$ cat src/rtl/mat4_inverse_adjugate_macros.svh
// Assertion macros for the 4x4 matrix inverse block.
// Used by the top level only; expects signals clk and rst in scope.
`ifndef MAT4_INVERSE_ADJUGATE_MACROS_SVH
`define MAT4_INVERSE_ADJUGATE_MACROS_SVH

// same-cycle implication
`define M4INV_ASSERT_IMP(label, ante, cons) \
  label: assert property (@(posedge clk) disable iff (rst) (ante) |-> (cons)) \
    else $error("m4inv: same-cycle check failed");

// next-cycle implication
`define M4INV_ASSERT_NXT(label, ante, cons) \
  label: assert property (@(posedge clk) disable iff (rst) (ante) |=> (cons)) \
    else $error("m4inv: next-cycle check failed");

`endif

$ cat src/rtl/m4inv_pkg.sv
// Shared types, constants and decode functions for the 4x4 matrix inverse block.
// No dependencies.
package m4inv_pkg;

  localparam int DATA_W  = 32;
  localparam int FRAC_W  = 16;
  localparam int WIDE_W  = 64;
  localparam int NELEM   = 16;
  localparam int IDX_W   = 4;
  localparam int MREG_N  = 10;
  localparam int CFG_W   = 32;

  localparam logic signed [WIDE_W-1:0] WIDE_MAX = {1'b0, {(WIDE_W-1){1'b1}}};
  localparam logic signed [WIDE_W-1:0] DATA_MAX =
    (WIDE_W'(1) <<< (DATA_W-1)) - WIDE_W'(1);
  localparam logic signed [WIDE_W-1:0] DATA_MIN = -DATA_MAX - WIDE_W'(1);

  localparam logic [1:0] MODE_INV = 2'd0;
  localparam logic [1:0] MODE_ADJ = 2'd1;
  localparam logic [1:0] MODE_COF = 2'd2;

  localparam logic REG_MODE = 1'b0;

  localparam logic [IDX_W-1:0] LAST_IDX  = 4'd15;
  localparam logic [3:0]       UOP_COF   = 4'd8;
  localparam logic [3:0]       UOP_DET   = 4'd9;
  localparam logic [3:0]       MINOR_END = 4'd10;
  localparam logic [3:0]       E0_SLOT   = 4'd9;

  typedef enum logic [1:0] {AOP_CLR, AOP_ADD, AOP_SUB} aop_t;
  typedef enum logic [2:0] {Y_M6, Y_M7, Y_M8, Y_T0, Y_T1, Y_T2, Y_COF} ysel_t;
  typedef enum logic [2:0] {D_ACC, D_T0, D_T1, D_T2, D_COF, D_DET} dest_t;
  typedef enum logic [1:0] {SRC_MAT, SRC_COF, SRC_DIV} src_t;

  typedef struct packed {
    logic [3:0] xsel;
    ysel_t      ysel;
    aop_t       aop;
    dest_t      dest;
  } uop_t;

  typedef struct packed {
    logic             mat_we;
    logic [IDX_W-1:0] mat_waddr;
    logic [IDX_W-1:0] mat_raddr;
    logic             ld_en;
    logic [3:0]       ld_idx;
    logic             ov_clr;
    logic             run_clr;
    logic             mul_start;
    logic             apply;
    uop_t             uop;
    logic             neg;
    logic             cof_we;
    logic [IDX_W-1:0] cof_waddr;
    logic [IDX_W-1:0] cof_raddr;
    logic             fin;
    logic             div_start;
    logic             out_load;
    src_t             out_src;
    logic [IDX_W-1:0] out_idx;
  } cmd_t;

  typedef struct packed {
    logic mul_done;
    logic div_done;
    logic sing;
  } status_t;

  // 3x3 determinant as a multiply-accumulate sequence over the minor m0..m8,
  // then one determinant term e0 * cofactor
  function automatic uop_t uop_dec(input logic [3:0] u);
    uop_t d;
    d = '{xsel: 4'd0, ysel: Y_M8, aop: AOP_CLR, dest: D_ACC};
    unique case (u)
      4'd0:    d = '{xsel: 4'd4, ysel: Y_M8,  aop: AOP_CLR, dest: D_ACC};
      4'd1:    d = '{xsel: 4'd5, ysel: Y_M7,  aop: AOP_SUB, dest: D_T0};
      4'd2:    d = '{xsel: 4'd3, ysel: Y_M8,  aop: AOP_CLR, dest: D_ACC};
      4'd3:    d = '{xsel: 4'd5, ysel: Y_M6,  aop: AOP_SUB, dest: D_T1};
      4'd4:    d = '{xsel: 4'd3, ysel: Y_M7,  aop: AOP_CLR, dest: D_ACC};
      4'd5:    d = '{xsel: 4'd4, ysel: Y_M6,  aop: AOP_SUB, dest: D_T2};
      4'd6:    d = '{xsel: 4'd0, ysel: Y_T0,  aop: AOP_CLR, dest: D_ACC};
      4'd7:    d = '{xsel: 4'd1, ysel: Y_T1,  aop: AOP_SUB, dest: D_ACC};
      4'd8:    d = '{xsel: 4'd2, ysel: Y_T2,  aop: AOP_ADD, dest: D_COF};
      4'd9:    d = '{xsel: 4'd9, ysel: Y_COF, aop: AOP_ADD, dest: D_DET};
      default: d = '{xsel: 4'd0, ysel: Y_M8,  aop: AOP_CLR, dest: D_ACC};
    endcase
    return d;
  endfunction

  // store address of minor element k (row-major) for cofactor (r, c); k = 9 gives (0, c)
  function automatic logic [IDX_W-1:0] minor_addr(input logic [1:0] r, input logic [1:0] c,
                                                   input logic [3:0] k);
    logic [1:0] ki;
    logic [1:0] kj;
    logic [1:0] row;
    logic [1:0] col;
    ki = 2'd0;
    kj = 2'd0;
    unique case (k)
      4'd0:    begin ki = 2'd0; kj = 2'd0; end
      4'd1:    begin ki = 2'd0; kj = 2'd1; end
      4'd2:    begin ki = 2'd0; kj = 2'd2; end
      4'd3:    begin ki = 2'd1; kj = 2'd0; end
      4'd4:    begin ki = 2'd1; kj = 2'd1; end
      4'd5:    begin ki = 2'd1; kj = 2'd2; end
      4'd6:    begin ki = 2'd2; kj = 2'd0; end
      4'd7:    begin ki = 2'd2; kj = 2'd1; end
      4'd8:    begin ki = 2'd2; kj = 2'd2; end
      default: begin ki = 2'd0; kj = 2'd0; end
    endcase
    row = ki + {1'b0, (ki >= r)};
    col = kj + {1'b0, (kj >= c)};
    if (k == E0_SLOT) return {c, 2'b00};
    return {col, row};
  endfunction

  // clamp to the data range; msb of the result is the saturation flag
  function automatic logic [DATA_W:0] sat_data(input logic signed [WIDE_W-1:0] v);
    if (v > DATA_MAX) return {1'b1, DATA_MAX[DATA_W-1:0]};
    if (v < DATA_MIN) return {1'b1, DATA_MIN[DATA_W-1:0]};
    return {1'b0, v[DATA_W-1:0]};
  endfunction

endpackage

$ cat src/rtl/m4inv_ctrl.sv
// Controller: load counting, cofactor/determinant sequencing and result
// emission. Drives the datapath through cmd_t. Depends on m4inv_pkg.
module m4inv_ctrl (
  input  logic                       clk,
  input  logic                       rst,
  input  logic [1:0]                 mode,
  input  logic                       element_valid,
  output logic                       element_ready,
  output logic                       result_valid,
  input  logic                       result_ready,
  output m4inv_pkg::cmd_t            cmd,
  input  m4inv_pkg::status_t         st
);

  typedef enum logic [3:0] {
    S_LOAD, S_MINOR, S_UOP, S_MULW, S_COFW, S_FIN, S_RD, S_GET, S_DIVW, S_OUT
  } state_t;

  state_t     state;
  logic [3:0] lcnt;
  logic [3:0] cidx;
  logic [3:0] k;
  logic [3:0] u;
  logic [3:0] p;
  logic [1:0] mode_run;
  logic [3:0] tp;
  logic       inv_go;

  assign element_ready = (state == S_LOAD);
  assign result_valid  = (state == S_OUT);
  assign tp            = {p[1:0], p[3:2]};
  assign inv_go        = (mode_run == m4inv_pkg::MODE_INV) && !st.sing;

  always_comb begin
    cmd           = '0;
    cmd.uop       = m4inv_pkg::uop_dec(u);
    cmd.out_src   = m4inv_pkg::SRC_MAT;
    cmd.mat_waddr = lcnt;
    cmd.mat_we    = element_valid && (state == S_LOAD);
    cmd.run_clr   = cmd.mat_we && (lcnt == m4inv_pkg::LAST_IDX);
    cmd.cof_waddr = cidx;
    cmd.neg       = cidx[0] ^ cidx[2];
    cmd.out_idx   = p;
    cmd.cof_raddr = (mode_run == m4inv_pkg::MODE_INV || mode_run == m4inv_pkg::MODE_ADJ)
                    ? tp : p;
    cmd.mat_raddr = p;
    unique case (state)
      S_MINOR: begin
        cmd.mat_raddr = m4inv_pkg::minor_addr(cidx[1:0], cidx[3:2], k);
        cmd.ld_en     = (k != 4'd0);
        cmd.ld_idx    = k - 4'd1;
        cmd.ov_clr    = (k == 4'd0);
      end
      S_UOP:  cmd.mul_start = 1'b1;
      S_MULW: cmd.apply     = st.mul_done;
      S_COFW: cmd.cof_we    = 1'b1;
      S_FIN:  cmd.fin       = 1'b1;
      S_GET: begin
        cmd.div_start = inv_go;
        cmd.out_load  = !inv_go;
        cmd.out_src   = (mode_run == m4inv_pkg::MODE_INV) ? m4inv_pkg::SRC_MAT
                                                          : m4inv_pkg::SRC_COF;
      end
      S_DIVW: begin
        cmd.out_load = st.div_done;
        cmd.out_src  = m4inv_pkg::SRC_DIV;
      end
      default: ;
    endcase
  end

  always_ff @(posedge clk) begin
    if (rst) begin
      state    <= S_LOAD;
      lcnt     <= 4'd0;
      cidx     <= 4'd0;
      k        <= 4'd0;
      u        <= 4'd0;
      p        <= 4'd0;
      mode_run <= m4inv_pkg::MODE_INV;
    end else begin
      unique case (state)
        S_LOAD: begin
          if (element_valid) begin
            lcnt <= lcnt + 4'd1;
            if (lcnt == m4inv_pkg::LAST_IDX) begin
              mode_run <= mode;
              cidx     <= 4'd0;
              k        <= 4'd0;
              state    <= S_MINOR;
            end
          end
        end
        S_MINOR: begin
          if (k == m4inv_pkg::MINOR_END) begin
            u     <= 4'd0;
            state <= S_UOP;
          end else begin
            k <= k + 4'd1;
          end
        end
        S_UOP: state <= S_MULW;
        S_MULW: begin
          if (st.mul_done) begin
            if (u == m4inv_pkg::UOP_COF) begin
              state <= S_COFW;
            end else if (u == m4inv_pkg::UOP_DET) begin
              cidx  <= cidx + 4'd1;
              k     <= 4'd0;
              state <= (cidx == m4inv_pkg::LAST_IDX) ? S_FIN : S_MINOR;
            end else begin
              u     <= u + 4'd1;
              state <= S_UOP;
            end
          end
        end
        S_COFW: begin
          // row-0 cofactors feed the determinant expansion in column order
          if (cidx[1:0] == 2'd0) begin
            u     <= m4inv_pkg::UOP_DET;
            state <= S_UOP;
          end else if (cidx == m4inv_pkg::LAST_IDX) begin
            state <= S_FIN;
          end else begin
            cidx  <= cidx + 4'd1;
            k     <= 4'd0;
            state <= S_MINOR;
          end
        end
        S_FIN: begin
          p     <= 4'd0;
          state <= S_RD;
        end
        S_RD:  state <= S_GET;
        S_GET: state <= inv_go ? S_DIVW : S_OUT;
        S_DIVW: begin
          if (st.div_done) state <= S_OUT;
        end
        S_OUT: begin
          if (result_ready) begin
            p     <= p + 4'd1;
            state <= (p == m4inv_pkg::LAST_IDX) ? S_LOAD : S_RD;
          end
        end
        default: state <= S_LOAD;
      endcase
    end
  end

endmodule

$ cat config.mk
export PLATFORM = sky130hd
export DESIGN_NAME = m4inv_ctrl
export DESIGN_NICKNAME = d
export VERILOG_FILES = /design/src/rtl/mat4_inverse_adjugate_macros.svh /design/src/rtl/m4inv_pkg.sv /design/src/rtl/m4inv_ctrl.sv
export SDC_FILE = /design/constraint.sdc
export NUM_CORES = 1
export LEC_CHECK = 0
export BUFFER_PORTS_ARGS = -buffer_cell sky130_fd_sc_hd__buf_4
export CORE_MARGIN = 4
export CORE_UTILIZATION = 40
export CTS_BUF_LIST = sky130_fd_sc_hd__clkbuf_16
export CTS_CLUSTER_SIZE = 28
export DETAILED_ROUTE_END_ITERATION = 7
export PLACE_DENSITY_LB_ADDON = 0.08
export SYNTH_ARGS = -nofsm -noshare
export SYNTH_HDL_FRONTEND = slang
export SYNTH_SLANG_ARGS = --single-unit
export TNS_END_PERCENT = 1
$ cat constraint.sdc
create_clock -name clk -period 3.2 [get_ports clk]
set_clock_uncertainty 0.05 [all_clocks]
set_input_delay 0.96 -clock clk [delete_from_list [all_inputs] [get_ports clk]]
set_output_delay 0.96 -clock clk [all_outputs]
set_load 0.05 [all_outputs]
Word-level counts from Yosys, hierarchy flattened
Memory sizes are Yosys's and may differ from the RTL's. A register that Yosys moved wholly into a read port is not among the register bits.
Cells that the tools add are included.

storage, ports and cells
  output and inout port bits = 51
  flip-flop bits (word level) = 26
  ROM bits = 256
  memories = 2

memory list
  name             words  width  read ports  clocked after Yosys merged registers in  wr ports  RTL line          RTL
  (no name shown)  16     12     1           1                                        0         m4inv_pkg.sv:75   unique case (u)
  (no name shown)  16     4      1           1                                        0         m4inv_pkg.sv:100  unique case (k)

cells by class
  multiplexer cells = 54
  $lt $le $gt $ge = 2
  equal/unequal tests = 30
  reduce and logical (&&, ||, !) cells = 22
  bitwise operators = 1
  $add $sub $neg = 8

operators by type and width
  kind                                                 number
  2-to-1 mux 4 bit                                     33
  case mux 4 bit (10 select lines)                     1
  equality test 4 bit, second input constant           9
  case mux 4 bit (3 select lines)                      2
  inequality test 2 bit, second input constant         11
  adder 4 x 1 -> 4 bit, second input constant          5
  equality test 4 x 3 -> 1 bit, second input constant  4
  case mux 4 bit (4 select lines)                      1
  2-to-1 mux 3 bit                                     5
  AND reduction 6 bit                                  2
  2-to-1 mux 10 bit                                    1
  2-to-1 mux 1 bit                                     9
  AND reduction 9 bit                                  1
  equality test 4 x 2 -> 1 bit, second input constant  2
  logical NOT 4 bit                                    2
  case mux 4 bit (2 select lines)                      1
  AND reduction 8 bit                                  1
  nonzero test 4 bit                                   2
  case mux 3 bit (2 select lines)                      1
  nonzero test 3 bit                                   2
  adder 2 x 1 -> 2 bit                                 2
  equality test 4 x 1 -> 1 bit, second input constant  1
  greater-or-equal comparator 2 bit                    2
  logical NOT 2 bit                                    2
  10 further kinds                                     15

Depth between registers and ports, before layout
Gate-level depths: netlist of the first run.

  depth after elaboration = 7
  mapped depth = 16

Worst setup path after synthesis of the first run
Ideal clock, no wire load.

  kind = register to output
  from = reg state[3]
  to = out cmd[33] in the netlist's numbering
  cell stages (with the launch flop) = 4
  data required time = 2.190 ns
  path buffers = 0
  path slack = -0.877 ns
  data arrival time = 3.067 ns
  path through = dfxtp_1 -> nor4_1 -> inv_1 -> nor2_1

RTL lines
  element                   RTL line           RTL
  start: declaration        m4inv_ctrl.sv:19   state_t state;
  start signal: assignment  m4inv_ctrl.sv:110  state <= (cidx == m4inv_pkg::LAST_IDX) ? S_FIN : S_MINOR;
  start signal: assignment  m4inv_ctrl.sv:135  S_GET: state <= inv_go ? S_DIVW : S_OUT;
  start signal: assignment  m4inv_ctrl.sv:142  state <= (p == m4inv_pkg::LAST_IDX) ? S_LOAD : S_RD;
  end: declaration          m4inv_ctrl.sv:11   output m4inv_pkg::cmd_t cmd,

==> impl_metrics.csv, run 1 <==
group,metric,value,unit
floorplanning,core,0.006907,mm2
synth,synthSimpleGateAreaFrac,0.2436,
power,peakVddDrop,0.2181,mV
cells_and_area,nFillCells,683,
cts,h-tree-depth,2,
sta,slew_headroom,0.6269,
synth,yosysSeqAreaShare,0.2844,
sta,setup_violations,0,
route,wl,6991,um
placed_design,dp_hpwl,5438,um
setup_path,r2r_start,"cidx[0]",
synth,yosys-top-cells-count,"dfxtp_1 (41), nor2_1 (33), ha_1 (26), nand2_1 (26), a21oi_1 (20)",
synth,synth_ff_type,"dfxtp_1",
route,drt_iter0_markers,82,
synth,yosys.area.top_type,"dfxtp_1",
synth,synth_top_family_by_area,"simple AND/OR/NAND/NOR gates",
synth,synth-seq-cells,41,
route,antenna_left,0,
route,top_layer,"met4",
cts,cts_tree,"done",
floorplanning,initial_core_util,0.4179,
sta,slew_violations,0,
setup_path,end_kind,"output pin",
setup_path,crit_required,2.19,ns
route,wl_met3,318,um
setup_path,cp.arrival,2.05,ns
route,drc,0,
setup_path,crit_end,"cmd[42]",
hold_path,hold_path_class,"reg2reg",
global_route,grt_max_degree,26,
cts,numCtsBuffers,5,
route,vias,2567,
synth,ys_top_cells_by_area,"dfxtp_1 (28%), ha_1 (11%), nor2_1 (4.3%)",
cells_and_area,fin_area,0.003720,mm2
setup_path,crit_start,"state[0]",
power,leakage,1.642,nW
run,maxCapViolCount,0,
setup_path,cp_max_fo,12,
cells_and_area,fin_nets,444,
placed_design,port_buffers,59,
route,vias_per_cell,5.073,
cts,clock-sinks,41,
synth,synth_compound_area_frac,0.1894,
sta,final_hold_viol_count,0,
cts,clockBufferDepth,2,
cts,clk_pin_slew,0.06,ns
synth,syn_area_per_cell,8.391,um2
global_route,grt_pass1_vias,2426,
synth,synth_xor_area_frac,0.03945,
global_route,grt_pass1_wl,11640,um
cells_and_area,antennaDiodeCount,0,
route,wl_met2,3181,um
sta,fin_crit_sh,0.9553,
setup_path,crit_path_start_kind,"flip-flop",
synth,synthMuxAreaShare,0.06112,
cells_and_area,multi_input_area,0.001903,mm2
floorplanning,die_h,92.95,um
sta,fmax,327.1,MHz
synth,synth_edf_count,0,
placed_design,place_area,0.003506,mm2
synth,synth.most_common_cell,"dfxtp_1",
placed_design,gp_congestion,0.8370,
floorplanning,ios,60,
route,wl_met1,3410,um
global_route,antenna_found_initial,0,
cts,cts_root_buf,"clkbuf_16",
cells_and_area,instances_no_fill,506,
route,routedWlPerCell,13.82,um
synth,synth_top_area_share,0.2844,
floorplanning,dieWidth,92.95,um
cells_and_area,final-seq-area,822.0,um2
cells_and_area,syn_to_final_growth,28.87,%
cells_and_area,drive_above_1_share,0.2805,
floorplanning,dieArea,0.008640,mm2
cts,ctsHoldBuffers,0,
placed_design,dp.cells,498,
synth,synthAdderAreaFrac,0.1127,
synth,syn_inst,344,
outcome,status,"finished clean",
sta,worst_pin_slew,0.5596,ns
global_route,overflow,0,
power,p_per_area,453.4,mW/mm2
sta,rsz0062_at_grt,"no",
floorplanning,num_rows,30,
sta,min_period,3.057,ns
route,dr.pass1.iters,4,
setup_path,rrSetupSlack,0.23,ns
setup_path,path_class,"reg2out",
synth,synthArstFlopShare,0,
synth,synth.distinct_cells,67,
synth,syn_area,0.002887,mm2
synth,synth_nets,379,
cts,clkLatencyLatePin,0.28,ns
sta,whs,0.4792,ns
global_route,grt_usage,0.1651,
power,power.total,1.686,mW
setup_path,r2r_cells,13,
synth,yosys_warnings,0,
-- cell usage in the layout, fill, tap and decap left out, types with 10 or more instances in the layout --
master    Yosys  routed
buf_4         2      78
dfxtp_1      41      40
nor2_1       33      32
nand2_1      26      26
ha_1         26      26
a21oi_1      20      20
inv_1        18      18
mux2i_1      12      12
nand2b_1     11      11
nand3_1      10      10
-- worst min-delay path by stage --
| stage | startpoint | endpoint | cells after the start |
|---|---|---|---|
| floorplan | mode_run[0] | mode_run[0] | 2 |
| global placement | mode_run[0] | mode_run[0] | 2 |
| detailed placement | mode_run[0] | mode_run[0] | 2 |
| CTS | mode_run[0] | mode_run[0] | 2 |
| global route | u[1] | u[1] | 2 |
| finish | mode_run[0] | mode_run[0] | 2 |
-- registers in the layout, summed over array words and instances, names as in the netlist, named ones only --
register,flops
cmd,11
cidx,4
k,4
lcnt,4
p,4
state,4
u,4
mode_run,2
-- routing by layer --
layer	vias up	track usage
li1	1339	-
met2	53	0.2609
met1	1167	0.2228
met4	0	0.05006
met5	-	0
met3	8	0.03818
-- critical path, cell delays in order (launching register included) --
cell and delay, ns:
dfxtp_1 0.57, or4b_1 0.62, buf_4 0.25, o21ai_2 0.13, buf_4 0.20
-- final cells by class --
class | count | area share
Timing Repair Buffer | 79 | 0.1604
Sequential cell | 41 | 0.2210
Inverter | 22 | 0.02355
Tap cell | 96 | 0.03229
Clock buffer | 5 | 0.03364
Multi-Input combinational cell | 260 | 0.5116
Clock inverter | 3 | 0.01749
-- where the power goes --
part	switching [mW]	internal [mW]	leakage, nW
sequential	0.0245	0.537	0.332
combinational	0.321	0.164	1.22
clock	0.194	0.445	0.0938
total	0.540	1.15	1.64
-- repair_timing --
action,in CTS,in global routing
endpoints found under the setup margin,0,2
buffers inserted,0,0
gates resized for setup,0,4
-- through the flow --
step                      utilization  setup TNS [ns]  setup WS (ns)
after global routing           0.5386               0        0.01260
after floorplan                     -         -0.3814        -0.1668
after CTS                      0.5351               0         0.1153
after detailed placement       0.5076        -0.05705       -0.05705
after global placement         0.5076        -0.01067       -0.01067
final                          0.5386               0         0.1431
-- cell families (layout without fill, tap and decap cells) --
kind of cell | count (synthesis) | count (layout)
muxes | 17 | 17
AOI/OAI and AO/OA | 74 | 74
adders and majority gates | 26 | 26
DFF | 41 | 41
xor gates and xnor gates | 13 | 13
buffers and inverters | 43 | 109
and+or+nand+nor | 130 | 130
Note: power is estimated with default switching activity, not from simulation.
==> run 2, diff against run 1 <==
--- a/config.mk
+++ b/config.mk
@@ -11,6 +11,8 @@
 export CTS_BUF_LIST = sky130_fd_sc_hd__clkbuf_16
 export CTS_CLUSTER_SIZE = 28
 export DETAILED_ROUTE_END_ITERATION = 7
+export GPL_ROUTABILITY_DRIVEN = 0
+export MAX_ROUTING_LAYER = met4
 export PLACE_DENSITY_LB_ADDON = 0.08
 export SYNTH_ARGS = -nofsm -noshare
 export SYNTH_HDL_FRONTEND = slang
==> run 2 against run 1 <==
Compared with the run above: sequential power hardly changed; combinational power about the same; utilization is the same; worst hold slack is essentially flat; first-iteration DRC count is 17% higher; global-route usage is 0.43 points higher; non-clock buffer count unchanged; sequential cell count unchanged; largest power group unchanged; count of clock-buffer cells in the layout stayed put; design area stayed put; final cell count unchanged; via count is 0.74% higher.
==> impl_metrics.csv, run 2 (same netlist as run 1, synthesis figures left out) <==
group,metric,value,unit
outcome,status,"finished clean",
cells_and_area,fin_nets,444,
global_route,grt_pass1_vias,2427,
cts,cts_resized,0,
floorplanning,ios,60,
sta,slew_headroom,0.6257,
sta,worst_pin_slew,0.5615,ns
cells_and_area,final_util,0.5386,
sta,fmax,326.6,MHz
floorplanning,dieWidth,92.95,um
setup_path,cp_max_fo,12,
cts,numCtsBuffers,5,
setup_path,crit_required,2.19,ns
route,wl,6992,um
route,vias,2586,
cts,clkLatencyLatePin,0.28,ns
sta,final_hold_viol_count,0,
cells_and_area,syn_to_final_growth,28.87,%
sta,finalSetupTns,0,ns
route,antenna_left,0,
sta,setup_violations,0,
route,vias_per_cell,5.111,
cells_and_area,largest_reg_flops,11,
floorplanning,num_rows,30,
sta,fin_crit_sh,0.9568,
power,p_per_area,454.4,mW/mm2
global_route,antenna_found_initial,0,
sta,rsz0062_at_grt,"no",
floorplanning,initial_core_util,0.4179,
global_route,grt_usage,0.1694,
setup_path,path_class,"reg2out",
cts,ctsHoldBuffers,0,
route,wl_met1,3360,um
sta,slew_violations,0,
power,peakVddDrop,0.2200,mV
floorplanning,die_h,92.95,um
placed_design,port_buffers,59,
cts,clk_pin_slew,0.06,ns
floorplanning,dieArea,0.008640,mm2
route,dr.pass1.iters,4,
cts,clock-sinks,41,
cells_and_area,antennaDiodeCount,0,
floorplanning,core,0.006907,mm2
cells_and_area,final_cell_mix,"buf_4 (78), dfxtp_1 (40), nor2_1 (32)",
setup_path,end_kind,"output pin",
run,maxCapViolCount,0,
route,top_layer,"met4",
sta,min_period,3.062,ns
hold_path,hold_path_class,"reg2reg",
cts,clockBufferDepth,2,
route,drt_iter0_markers,96,
route,routedWlPerCell,13.82,um
placed_design,dp_hpwl,5438,um
route,wl_met3,371,um
route,wl_met2,3178,um
route,drc,0,
global_route,grt_max_degree,26,
global_route,grt_pass1_wl,11630,um
setup_path,crit_path_start_kind,"flip-flop",
cts,cts_tree,"done",
cts,cts_root_buf,"clkbuf_16",
cells_and_area,layout_commonest_cell,"buf_4",
cells_and_area,drive_above_1_share,0.2805,
power,leakage,1.642,nW
global_route,overflow,0,
cts,post-cts-setup-buffers,0,
setup_path,cp.arrival,2.05,ns
cts,h-tree-depth,2,
==> run 2: cell counts in the layout (fill, tap and decap cells not counted) <==
Identical to the previous run, type by type.
==> run 2: power by group <==
group / internal, mW / total, mW / switching [mW]
Sequential: 0.537 / 0.561 / 0.0246
Combinational: 0.164 / 0.485 / 0.321
Clock: 0.445 / 0.644 / 0.199
Total: 1.15 / 1.69 / 0.544
==> run 2: cell type report <==
| class | instances | area, um2 |
|---|---|---|
| fill | 683 | 3187 |
| tap | 96 | 120.1 |
| timing repair buffer | 79 | 596.8 |
| clock buffer | 5 | 125.1 |
| sequential | 41 | 822.0 |
| inverter | 22 | 87.58 |
| multi-input combinational | 260 | 1903 |
| clock inverter | 3 | 65.06 |
==> run 2: path summary, 6_finish.rpt <==
kind / endpoint / slack (ns) / depth (start not counted) / startpoint
max: cmd[42] / 0.14 / 4 / state[0]
min: mode_run[0] / 0.48 / 2 / mode_run[0]
max reg2reg: flip-flop / 0.24 / 13 / cidx[0]
min reg2reg: mode_run[0] / 0.48 / 2 / mode_run[0]
==> run 2: worst max-delay path: stages, from the launching register on <==
cell,delay (ns)
dfxtp_1,0.57
or4b_1,0.62
buf_4,0.25
o21ai_2,0.13
buf_4,0.20
==> run 2: stage by stage <==
| step | power (mW) | setup WS [ns] | cells | hold slack (ns) | cell area, um2 |
|---|---|---|---|---|---|
| final | 1.690 | 0.1381 | 506 | 0.4795 | 3720 |
| after global routing | 1.769 | 0.01260 | 506 | 0.5266 | 3720 |
| after CTS | 1.712 | 0.1153 | 506 | 0.4861 | 3696 |
| after detailed placement | 1.056 | -0.05705 | 498 | 0.4699 | 3506 |
| after global placement | 1.057 | -0.01067 | 498 | 0.4670 | 3506 |
| after floorplan | 0.9181 | -0.1668 | 344 | 0.4356 | 2905 |
==> run 2: routing by layer <==
layer,track usage,vias up
li1,-,1340
met4,0.05006,0
met1,0.2228,1170
met5,-,-
met2,0.2621,68
met3,0.03574,8
==> run 3, diff against run 2 <==
==> constraint.sdc (replaced) <==
create_clock -name clk -period 3.8 [get_ports clk]
set_clock_uncertainty 0.05 [all_clocks]
set_input_delay 1.14 -clock clk [delete_from_list [all_inputs] [get_ports clk]]
set_output_delay 1.14 -clock clk [all_outputs]
set_load 0.05 [all_outputs]
==> run 3 against run 2 <==
Compared with the run above: sequential power fell by 15%; count of clock-buffer cells in the layout is the same; die area unchanged; first-iteration DRC count grew 17%; utilization is 2.0 points lower; design area shrank 3.7%; largest power group unchanged.
==> impl_metrics.csv, run 3 (same netlist as run 1, synthesis figures left out) <==
group,metric,value,unit
route,routedWlPerCell,14.03,um
cts,clockBufferDepth,2,
sta,min_period,3.471,ns
route,drt_iter0_markers,112,
cts,cts_resized,0,
placed_design,port_buffers,59,
power,power.total,1.419,mW
cells_and_area,final_util,0.5187,
cts,h-tree-depth,2,
route,vias,2563,
cts,ctsHoldBuffers,0,
global_route,grt_usage,0.1708,
floorplanning,dieArea,0.008640,mm2
sta,fmax,288.1,MHz
cells_and_area,drive_above_1_share,0.2399,
cts,post-cts-setup-buffers,0,
setup_path,crit_path_start_kind,"flip-flop",
placed_design,dp_hpwl,5229,um
cts,clock-sinks,41,
cells_and_area,final_cell_mix,"buf_4 (65), dfxtp_1 (41), nor2_1 (33)",
power,p_per_area,396.1,mW/mm2
global_route,antenna_found_initial,0,
floorplanning,ios,60,
power,leakage,1.565,nW
sta,rsz0062_at_grt,"no",
floorplanning,initial_core_util,0.4179,
route,dr.pass1.iters,4,
sta,final_hold_viol_count,0,
cells_and_area,syn_to_final_growth,24.10,%
sta,slew_violations,0,
cts,cts_tree,"done",
route,antenna_left,0,
cells_and_area,fin_area,0.003582,mm2
sta,worst_pin_slew,0.6345,ns
power,peakVddDrop,0.2473,mV
global_route,overflow,0,
cells_and_area,antennaDiodeCount,0,
cts,numCtsBuffers,5,
hold_path,hold_path_class,"reg2reg",
outcome,status,"finished clean",
placed_design,place_area,0.003388,mm2
floorplanning,num_rows,30,
run,maxCapViolCount,0,
cts,clk_pin_slew,0.06,ns
sta,fin_crit_sh,0.9134,
global_route,grt_pass1_vias,2451,
hold_path,hold_start,"cidx[1]",
sta,whs,0.4938,ns
global_route,grt_max_degree,26,
setup_path,path_class,"reg2out",
setup_path,cp.arrival,2.28,ns
cells_and_area,largest_reg_flops,11,
route,vias_per_cell,5.209,
sta,finalSetupTns,0,ns
setup_path,cp_max_fo,16,
setup_path,r2r_start,"state[0]",
cts,clkLatencyLatePin,0.28,ns
cells_and_area,layout_commonest_cell,"buf_4",
floorplanning,die_h,92.95,um
route,wl,6902,um
setup_path,crit_required,2.61,ns
floorplanning,dieWidth,92.95,um
floorplanning,core,0.006907,mm2
sta,slew_headroom,0.5759,
setup_path,crit_start,"state[0]",
sta,setup_violations,0,
route,drc,0,
cells_and_area,fin_nets,430,
global_route,grt_pass1_wl,11750,um
cts,cts_root_buf,"clkbuf_16",
setup_path,end_kind,"output pin",
## run 3: worst max-delay path, cell delays in order (launching register included)
cell	delay, ns
dfxtp_1	0.65
or4b_1	0.80
nor2_1	0.29
buf_4	0.24
## run 3: final cells by class
class | count | area [um2]
tap | 96 | 120.1
sequential | 41 | 820.8
clock inverter | 3 | 68.82
inverter | 22 | 87.58
multi-input combinational | 260 | 1872
clock buffer | 5 | 125.1
timing repair buffer | 65 | 488.0
fill | 701 | 3324
## run 3: per-layer routing
metal / vias to the layer above / global-route usage / part of all wire
li1: 1305 / - / -
met1: 1191 / 0.2238 / 0.48
met2: 59 / 0.2699 / 0.46
met3: 8 / 0.03006 / 0.049
met4: 0 / 0.05006 / 0.011
met5: - / - / 0
## run 3: final timing paths
| path | end | cells past startpoint | slack (ns) |
|---|---|---|---|
| max | cmd[35] | 3 | 0.33 |
| min | cidx[1] | 2 | 0.49 |
| max reg2reg | cmd[27] | 8 | 0.54 |
| min reg2reg | cidx[1] | 2 | 0.49 |
## run 3: where the power goes
part | switching, mW | internal (mW) | leakage [nW] | total [mW]
registers | 0.0227 | 0.452 | 0.331 | 0.475
logic | 0.263 | 0.124 | 1.14 | 0.387
clock network | 0.178 | 0.379 | 0.0944 | 0.557
## run 3: metrics by stage
step | worst slack, ns | instances
floorplan | -0.2623 | 344
global placement | 0.2531 | 484
detailed placement | 0.2208 | 484
CTS | 0.3232 | 492
global route | 0.1922 | 492
finish | 0.3290 | 492
